**config.mk**
```make
export PLATFORM = sky130hd
export DESIGN_NAME = lsqd_cell
export DESIGN_NICKNAME = d
export VERILOG_FILES = /design/src/rtl/lsqd_pkg.sv /design/src/rtl/lsqd_cell.sv
export SDC_FILE = /design/constraint.sdc
export NUM_CORES = 1
export LEC_CHECK = 0
export BUFFER_PORTS_ARGS = -buffer_cell sky130_fd_sc_hd__buf_2
export CAP_MARGIN = 20
export CORE_AREA = 2 2 218 220
export DETAILED_ROUTE_END_ITERATION = 8
export DIE_AREA = 0 0 220 222
export GPL_ROUTABILITY_DRIVEN = 0
export PLACE_DENSITY = 0.5
export SETUP_SLACK_MARGIN = 0.05
export SLEW_MARGIN = 15
export SYNTH_ARGS = -nofsm -noshare
export SYNTH_HDL_FRONTEND = slang
export SYNTH_SLANG_ARGS = --single-unit
```
**constraint.sdc**
```tcl
create_clock -name clk -period 6.8 [get_ports clk]
set_input_delay 1.7 -clock clk [delete_from_list [all_inputs] [get_ports clk]]
set_output_delay 1.7 -clock clk [all_outputs]
set_load 0.005 [all_outputs]
```
**src/rtl/lsqd_pkg.sv**
```systemverilog
`timescale 1ns / 1ps

package lsqd_pkg;

	// queue depths and derived widths
	localparam int LOAD_DEPTH  = 32;
	localparam int STORE_DEPTH = 32;
	localparam int LCNT_W      = $clog2(LOAD_DEPTH + 1);
	localparam int SCNT_W      = $clog2(STORE_DEPTH + 1);
	localparam int SUM_W       = ((LCNT_W > SCNT_W) ? LCNT_W : SCNT_W) + 1;
	localparam int CMP_W       = (SUM_W > 7) ? SUM_W : 7;
	localparam int CFG_AW      = 4;

	// request codes
	typedef logic [2:0] req_t;
	localparam req_t REQ_ADD_LOAD     = 3'd0;
	localparam req_t REQ_ADD_STORE    = 3'd1;
	localparam req_t REQ_LOAD_READY   = 3'd2;
	localparam req_t REQ_MARK_FLUSH   = 3'd3;
	localparam req_t REQ_PURGE        = 3'd4;
	localparam req_t REQ_COMMIT_LOAD  = 3'd5;
	localparam req_t REQ_COMMIT_STORE = 3'd6;

	// status codes
	typedef logic [2:0] stat_t;
	localparam stat_t STAT_OK        = 3'd0;
	localparam stat_t STAT_FULL      = 3'd1;
	localparam stat_t STAT_EMPTY     = 3'd2;
	localparam stat_t STAT_NOT_HEAD  = 3'd3;
	localparam stat_t STAT_NOT_FOUND = 3'd4;

	// register indexes
	typedef logic [1:0] reg_idx_t;
	localparam reg_idx_t REG_COMBINED_MODE = 2'd0;
	localparam reg_idx_t REG_COMBINED_CAP  = 2'd1;
	localparam reg_idx_t REG_LOAD_CAP      = 2'd2;
	localparam reg_idx_t REG_STORE_CAP     = 2'd3;

	// broadcast cell operations
	typedef logic [2:0] cell_op_t;
	localparam cell_op_t OP_NONE    = 3'd0;
	localparam cell_op_t OP_ADD     = 3'd1;
	localparam cell_op_t OP_POP     = 3'd2;
	localparam cell_op_t OP_FLUSH   = 3'd3;
	localparam cell_op_t OP_COMPACT = 3'd4;

	// what a walking token does at a cell
	typedef logic [1:0] scan_t;
	localparam scan_t SCAN_READY = 2'd0;
	localparam scan_t SCAN_VIOL  = 2'd1;
	localparam scan_t SCAN_DROP  = 2'd2;

	typedef struct packed {
		logic [63:0] tag;
		logic [63:0] addr;
		logic [7:0]  len;
		logic        ready;
		logic        flushed;
	} entry_t;

	typedef struct packed {
		cell_op_t    op;
		scan_t       mode;
		logic [63:0] tag;
		logic [63:0] addr;
		logic [7:0]  len;
		logic [63:0] st_addr;
		logic [64:0] st_end;
	} cell_cmd_t;

endpackage

```
**src/rtl/lsqd_cell.sv**
```systemverilog
`timescale 1ns / 1ps

module lsqd_cell (
	input  logic               clk,
	input  logic               arst_n,
	input  lsqd_pkg::cell_cmd_t cmd,
	input  logic               prev_valid,
	input  logic               next_valid,
	input  lsqd_pkg::entry_t   next_ent,
	input  logic               token_in,
	output lsqd_pkg::entry_t   ent,
	output logic               valid,
	output logic               token,
	output logic               token_out,
	output logic               hit,
	output logic               match
);

	lsqd_pkg::entry_t ent_q, ent_d;
	logic             valid_q, valid_d;
	logic             token_q;
	logic [64:0]      own_end;
	logic             overlap;
	logic             sel;

	// tag compare and byte-range overlap against the committing store
	always_comb begin
		match   = valid_q && (ent_q.tag == cmd.tag);
		own_end = {1'b0, ent_q.addr} + 65'(ent_q.len);
		overlap = !((own_end <= {1'b0, cmd.st_addr}) || (cmd.st_end <= {1'b0, ent_q.addr}));
		case (cmd.mode)
			lsqd_pkg::SCAN_READY: sel = match;
			lsqd_pkg::SCAN_VIOL:  sel = valid_q && ent_q.ready && overlap;
			default:              sel = 1'b0;
		endcase
		hit       = token_q && sel;
		token_out = token_q && valid_q && !sel;
	end

	// entry update
	always_comb begin
		ent_d   = ent_q;
		valid_d = valid_q;
		case (cmd.op)
			lsqd_pkg::OP_ADD: begin
				if (!valid_q && prev_valid) begin
					ent_d.tag     = cmd.tag;
					ent_d.addr    = cmd.addr;
					ent_d.len     = cmd.len;
					ent_d.ready   = 1'b0;
					ent_d.flushed = 1'b0;
					valid_d       = 1'b1;
				end
			end
			lsqd_pkg::OP_POP: begin
				ent_d   = next_ent;
				valid_d = next_valid;
			end
			lsqd_pkg::OP_FLUSH: begin
				if (match)
					ent_d.flushed = 1'b1;
			end
			lsqd_pkg::OP_COMPACT: begin
				if (!valid_q && next_valid) begin
					ent_d   = next_ent;
					valid_d = 1'b1;
				end else if (valid_q && !prev_valid) begin
					valid_d = 1'b0;
				end
			end
			default: begin
				if (token_q) begin
					if (cmd.mode == lsqd_pkg::SCAN_READY && match)
						ent_d.ready = 1'b1;
					if (cmd.mode == lsqd_pkg::SCAN_DROP && valid_q && ent_q.flushed)
						valid_d = 1'b0;
				end
			end
		endcase
	end

	// flags reset, payload holds its value through reset
	always_ff @(posedge clk or negedge arst_n) begin
		if (!arst_n) begin
			valid_q       <= 1'b0;
			token_q       <= 1'b0;
			ent_q.ready   <= 1'b0;
			ent_q.flushed <= 1'b0;
		end else begin
			valid_q <= valid_d;
			token_q <= token_in;
			ent_q   <= ent_d;
		end
	end

	assign ent   = ent_q;
	assign valid = valid_q;
	assign token = token_q;

endmodule

```
## Word level (Yosys, flattened, before mapping)

Cells that the tools add are included.

| operators by class | value |
|---|---|
| $add $sub $neg | 1 |
| $lt $le $gt $ge | 2 |
| equality and inequality tests | 11 |
| multiplexer cells | 15 |
| bitwise gates (word level) | 1 |
| reduce and logical (&&, ||, !) cells | 27 |

Operator list:

| kind | count |
|---|---|
| $pmux W136 S3 | 1 |
| $mux W138 | 2 |
| $le A65 B64 Y1 | 2 |
| $add A64 B8 Y65 | 1 |
| $eq A64 B64 Y1 | 1 |
| $reduce_bool A4 Y1 | 4 |
| $logic_and A1 B1 Y1 | 12 |
| $pmux W1 S4 | 3 |
| $reduce_and A5 Y1 | 2 |
| $mux W1 | 8 |
| $reduce_and A4 Y1 | 2 |
| $eq A3 B2 Y1 const B | 2 |
| $ne A2 B2 Y1 const B | 3 |
| $logic_not A1 Y1 | 4 |
| $eq A3 B1 Y1 const B | 1 |
| $eq A3 B3 Y1 const B | 1 |
| $ne A3 B3 Y1 const B | 1 |
| $reduce_bool A3 Y1 | 1 |
| $eq A2 B1 Y1 const B | 1 |
| $eq A2 B2 Y1 const B | 1 |
| $logic_not A2 Y1 | 1 |
| $pmux W1 S2 | 1 |
| $logic_or A1 B1 Y1 | 1 |
| $not A1 Y1 | 1 |

| word-level totals | value |
|---|---|
| register bits after elaboration | 140 |
| input port bits | 413 |
| output and inout port bits | 143 |
| logic and storage cells | 64 |

## Logic depth before layout (Yosys ltp)

| logic depth | value |
|---|---|
| depth after elaboration | 8 |
| mapped depth | 21 |
| mapped depth without buffers | 21 |

## Least setup slack after synthesis

Ideal clock, no wire load.

| timing | value |
|---|---|
| path type | input-to-reg |
| from | input port cmd[269] in the netlist's numbering |
| to | register ent_q (netlist bit ent[100]), enable pin |
| setup time | 0.513 ns |
| arrival | 5.744 ns |
| required time | 6.287 ns |
| slack | 0.543 ns |
| cell stages on the path | 6 |
| path buffers | 1 |
| path through | clkbuf_1 > inv_1 > nand2_1 > a21oi_1 > or2_2 > and3_1 |

| between the ends | value |
|---|---|
| longest elaborated chain between the ends | 3 |
| elaborated cells between the ends (all ways) | 7 |
| classes of those cells | eq/ne (5); reduce/logical (2) |

Ends and longest elaborated chain:

| element | RTL line | source |
|---|---|---|
| start: declaration | lsqd_cell.sv:6 | `input lsqd_pkg::cell_cmd_t cmd,` |
| $eq A3 B3 Y1, or another cell as far along | lsqd_cell.sv:44 | `case (cmd.op)` |
| $ne A2 B2 Y1 (no source line) or $reduce_bool A3 Y1 (tied branches) | - |  |
| $reduce_and A4 Y1 (no source line) * | - |  |
| end signal: assignment | lsqd_cell.sv:92 | `ent_q <= ent_d;` |
| end: declaration | lsqd_cell.sv:19 | `lsqd_pkg::entry_t ent_q, ent_d;` |

Mark *: on every way between the ends. The rest lies on a longest branch, timed or not.
A chain may end at the register's enable or synchronous reset.

## Worst setup path in the final report

| timing | value |
|---|---|
| from | register ent_q (netlist bit ent[2]) |
| to | output port hit |

| between the ends | value |
|---|---|
| longest elaborated chain between the ends | 7 |

Ends and longest elaborated chain:

| element | RTL line | source |
|---|---|---|
| $add A64 B8 Y65 | lsqd_cell.sv:29 | `own_end = {1'b0, ent_q.addr} + 65'(ent_q.len);` |
| $le A65 B64 Y1 | lsqd_cell.sv:30 | `overlap = !((own_end <= {1'b0, cmd.st_addr}) \|\| (cmd.st_end <= {1'b0, ent_q.addr}));` |
| $logic_or A1 B1 Y1 | lsqd_cell.sv:30 |  |
| $logic_not A1 Y1 | lsqd_cell.sv:30 |  |
| $logic_and A1 B1 Y1 | lsqd_cell.sv:33 | `lsqd_pkg::SCAN_VIOL: sel = valid_q && ent_q.ready && overlap;` |
| $pmux W1 S2 | lsqd_cell.sv:31 | `case (cmd.mode)` |
| $logic_and A1 B1 Y1 | lsqd_cell.sv:36 | `hit = token_q && sel;` |
| end: declaration | lsqd_cell.sv:15 | `output logic hit,` |

Every way passes these cells.

==> PnR_summary.wiki <==
{| class="wikitable"
! Metric !! Value
|-
| Run status || complete, no violations
|-
| Hold bufs inserted after CTS || 0
|-
| Number of instances on the worst hold path || 1
|-
| Post-Route WL || 47700 um
|-
| CTS clk-pin slew, worst paths || 0.07 ns
|-
| Max-slew violations || 0
|-
| Top cell type by total area after synthesis || sky130_fd_sc_hd__edfxtp_1
|-
| Number of buffers on the longest clock path || 2
|-
| Setup skew after layout || 0.0130 ns
|-
| Synth Flop Type || sky130_fd_sc_hd__edfxtp_1
|-
| TritonCTS buffer count || 17
|-
| Starting density of the core || 0.247
|-
| Total track usage || 0.195
|-
| Hold worst-path end || ent[1]
|-
| Slowest cell on the critical path || sky130_fd_sc_hd__edfxtp_1
|-
| Ports placed on the boundary || 556
|-
| Area share of fa/ha/maj cells after synthesis || 0.151
|-
| Largest incremental delay on the critical path || 0.43 ns
|-
| Post-Synth Simple-Gate Area || 0.124
|-
| Clock Root Buffer || sky130_fd_sc_hd__clkbuf_16
|-
| Time the final worst path needs with I/O delays and setup || 6.74 ns
|-
| CP Cell Sequence || ha_4, fa_2, a21o_1, a21oi_2, nor2_1, o21a_2, o2111ai_4, buf_12, buf_6, nor3_2, buf_4, nand4_1, xnor2_1, ha_1, and4_4, buf_4, nand3b_1, nor2_2, o41ai_2, and3_4, a41oi_2, o221a_4, o21a_1, buf_6
|-
| Number of DRC violations after detailed routing || 0
|-
| Worst reg-to-reg setup slack || 4.02 ns
|-
| Reported leakage power || 7.49 nW
|-
| Endpoint class of the critical path || output pin
|-
| CTS tree || done
|-
| Maximum Capacitance Violations || 0
|-
| Pre-antenna DRT Iters || 4
|-
| Number of synthesized flops with an enable pin || 136
|-
| Buffers on Ports || 555
|-
| IR Drop Worst-Case VDD || 0.162 mV
|-
| Synth top area share || 0.358
|-
| Number of antenna violations at the first check in global routing || 26
|-
| Final cell count without fillers || 2329
|-
| Combinational family with the most area after synthesis || adder cells
|-
| Largest delay contributor family on the critical path || compound AO/OA/AOI/OAI gates
|-
| Overall overflow remaining after global route || 0
|-
| Detailed router's first-iteration violation count || 393
|-
| Number of cells on the worst reg-to-reg path || 3
|-
| Number of global-route vias before repair || 11600
|-
| Total of endpoints with negative setup slack in the final report || 0
|-
| Min setup slack post-route || 0.0627 ns
|-
| Power density normalized to cell area || 161 mW/mm2
|-
| Hold Path Origin || ent[1]
|-
| Compound-Gate Fraction of Synth Area || 0.0931
|-
| Drt via density || 4.65
|-
| Wire length of the first global-routing pass || 69300 um
|-
| Clock sinks || 140
|-
| Worst path required time || 5.10 ns
|-
| Max-Slew Margin vs Limit || 0.337
|-
| Hpwl dp || 40100 um
|-
| Xor and xnor fraction of the mapped netlist area || 0.0829
|-
| Antenna-violating nets left || 0
|-
| Worst skew pair latency || 0.49 ns
|-
| Worst setup path startpoint || ent[2]
|-
| Unrepaired setup endpoints after global routing || yes
|-
| Die W || 220 um
|-
| H-tree levels || 4
|-
| Total buffers and inverters traversed by the critical path || 5
|-
| Synth area leaders || sky130_fd_sc_hd__edfxtp_1, sky130_fd_sc_hd__ha_1, sky130_fd_sc_hd__mux2_2
|-
| Count of vias placed by the detailed router || 10800
|-
| Post-synthesis sequential element count || 140
|-
| Crit Reg-Reg Startpoint || valid
|-
| Leading post-synthesis cells by instance count || sky130_fd_sc_hd__inv_1, sky130_fd_sc_hd__edfxtp_1, sky130_fd_sc_hd__ha_1
|-
| Arr. time, crit path || 5.04 ns
|-
| Count of placed standard cells including taps || 2269
|-
| Classification of the worst-slack hold path || flip-flop to flip-flop
|-
| Maximum fanout along the worst path || 5
|-
| Worst Path Class, Setup || flip-flop to output pin
|-
| Least-Margin Pin Slew || 0.994 ns
|-
| Startpoint Class || flip-flop
|-
| Post-DR wirelength/cell || 20.5 um
|-
| Average instance area after synthesis || 10.3 um2
|-
| Layout cells sized above 1 || 0.479
|-
| Post-place setup slack || -0.302 ns
|-
| Die H || 222 um
|-
| Proportion of register bits with asynchronous set or reset after synthesis || 0.0286
|-
| Period utilization || 0.991
|-
| P&R area growth vs syn || 40.8%
|-
| Endpoint of the worst register-to-register path || ent[35]
|-
| Core Footprint || 0.0463 mm2
|-
| Nets@finish || 2254
|-
| Library cells used by synthesis || 69
|-
| Share of cell area taken by muxes after synthesis || 0.124
|-
| Mapped Nets || 1654
|-
| Area of the mapped netlist || 0.0114 mm2
|-
| Std-Cell Rows || 79
|-
| Cell count after synthesis || 1104
|-
| Count leader, synth || sky130_fd_sc_hd__inv_1
|-
| Pin count of the biggest net entering global routing || 152
|-
| Number of warnings printed during yosys synthesis || 0
|-
| Highest clock rate || 148 MHz
|-
| Register area share after synthesis || 0.367
|-
| Endpoints failing hold || 0
|-
| Total Die Area || 0.0488 mm2
|}
[sequential cells by signal, indices dropped and copies added, names as in the netlist]
register	count
ent	138
token	1
valid	1
[worst max-delay path by stage]
stage	endpoint	cells after the start
6_report	hit	24
5_1_grt	hit	24
4_1_cts	hit	23
3_5_place_dp	hit	20
3_3_place_gp	hit	20
2_1_floorplan	ent[100]	6
[metrics by stage]
step	hold WS [ns]	setup TNS (ns)	area, um2	total power [W]	util
floorplan	0.528	0	11400	0.00137	-
global placement	0.534	-0.165	15100	0.00167	0.326
detailed placement	0.530	-0.489	15100	0.00168	0.326
CTS	0.558	0	15900	0.00261	0.343
global route	0.598	-0.424	16100	0.00272	0.347
finish	0.560	0	16100	0.00258	0.347
[cell type report]
class	instances	area, um2
fill	4800	30200
multi-input combinational	788	6810
sequential	140	4180
timing repair buffer	601	3180
tap	607	759
inverter	156	586
clock buffer	17	425
clock inverter	15	111
antenna	5	12.5
[metal layers]
layer / vias to the layer above / GRT usage / routed length, um
met5: - / 0 / 116
met4: 18 / 0.0714 / 1170
met3: 83 / 0.0642 / 3520
met2: 377 / 0.353 / 24700
met1: 5125 / 0.208 / 18200
li1: 5236 / - / -
[worst register-to-register path: cells and delay by family, from the launching register on]
kind                   cells  cell delay [ns]
and+or+nand+nor            1             0.89
DFF                        1             0.53
buffers and inverters      1             0.49
AOI/OAI and AO/OA          1             0.41
[timing repair]
action	CTS	global route
buffers inserted	11	12
gates cloned	0	0
resized for setup	34	26
setup endpoints to repair	2	2
pin swaps	31	43
[logic make-up (layout without fill, tap and decap cells)]
logic type                 after synthesis  in the layout
AOI/OAI and AO/OA                      164            164
xor gates and xnor gates               108            108
adders and majority gates              137            137
buffers and inverters                  176            789
DFF                                    140            140
muxes                                  125            125
other                                    0              5
and+or+nand+nor                        254            254
[cell usage in the layout (no fill, tap or decap), types with 4 or more instances in the layout]
cell and instances:
sky130_fd_sc_hd__buf_2 553, sky130_fd_sc_hd__inv_1 154, sky130_fd_sc_hd__edfxtp_1 136, sky130_fd_sc_hd__ha_1 134, sky130_fd_sc_hd__mux2_2 124, sky130_fd_sc_hd__nand2_1 61, sky130_fd_sc_hd__xnor2_1 59, sky130_fd_sc_hd__a21oi_1 53
sky130_fd_sc_hd__xor2_1 48, sky130_fd_sc_hd__buf_4 42, sky130_fd_sc_hd__nand4_1 41, sky130_fd_sc_hd__nor2_1 33, sky130_fd_sc_hd__o21ai_0 29, sky130_fd_sc_hd__nand3_1 26, sky130_fd_sc_hd__clkbuf_16 17, sky130_fd_sc_hd__nor4_1 14
sky130_fd_sc_hd__a21o_1 13, sky130_fd_sc_hd__nor3_1 13, sky130_fd_sc_hd__nor2b_1 12, sky130_fd_sc_hd__o22ai_1 7, sky130_fd_sc_hd__nor3_2 6, sky130_fd_sc_hd__diode_2 5, sky130_fd_sc_hd__a21oi_2 5, sky130_fd_sc_hd__and4_4 5
sky130_fd_sc_hd__o21ai_1 5, sky130_fd_sc_hd__nand2b_1 5, sky130_fd_sc_hd__o211ai_1 5, sky130_fd_sc_hd__inv_6 5, sky130_fd_sc_hd__a211oi_1 4, sky130_fd_sc_hd__clkinv_2 4, sky130_fd_sc_hd__dfrtp_1 4
[power by group]
group | switching [W] | internal [W]
clock | 0.000434 | 0.000468
sequential | 0.0000465 | 0.00101
combinational | 0.000312 | 0.000312
Note: power is estimated with default switching activity, not from simulation.
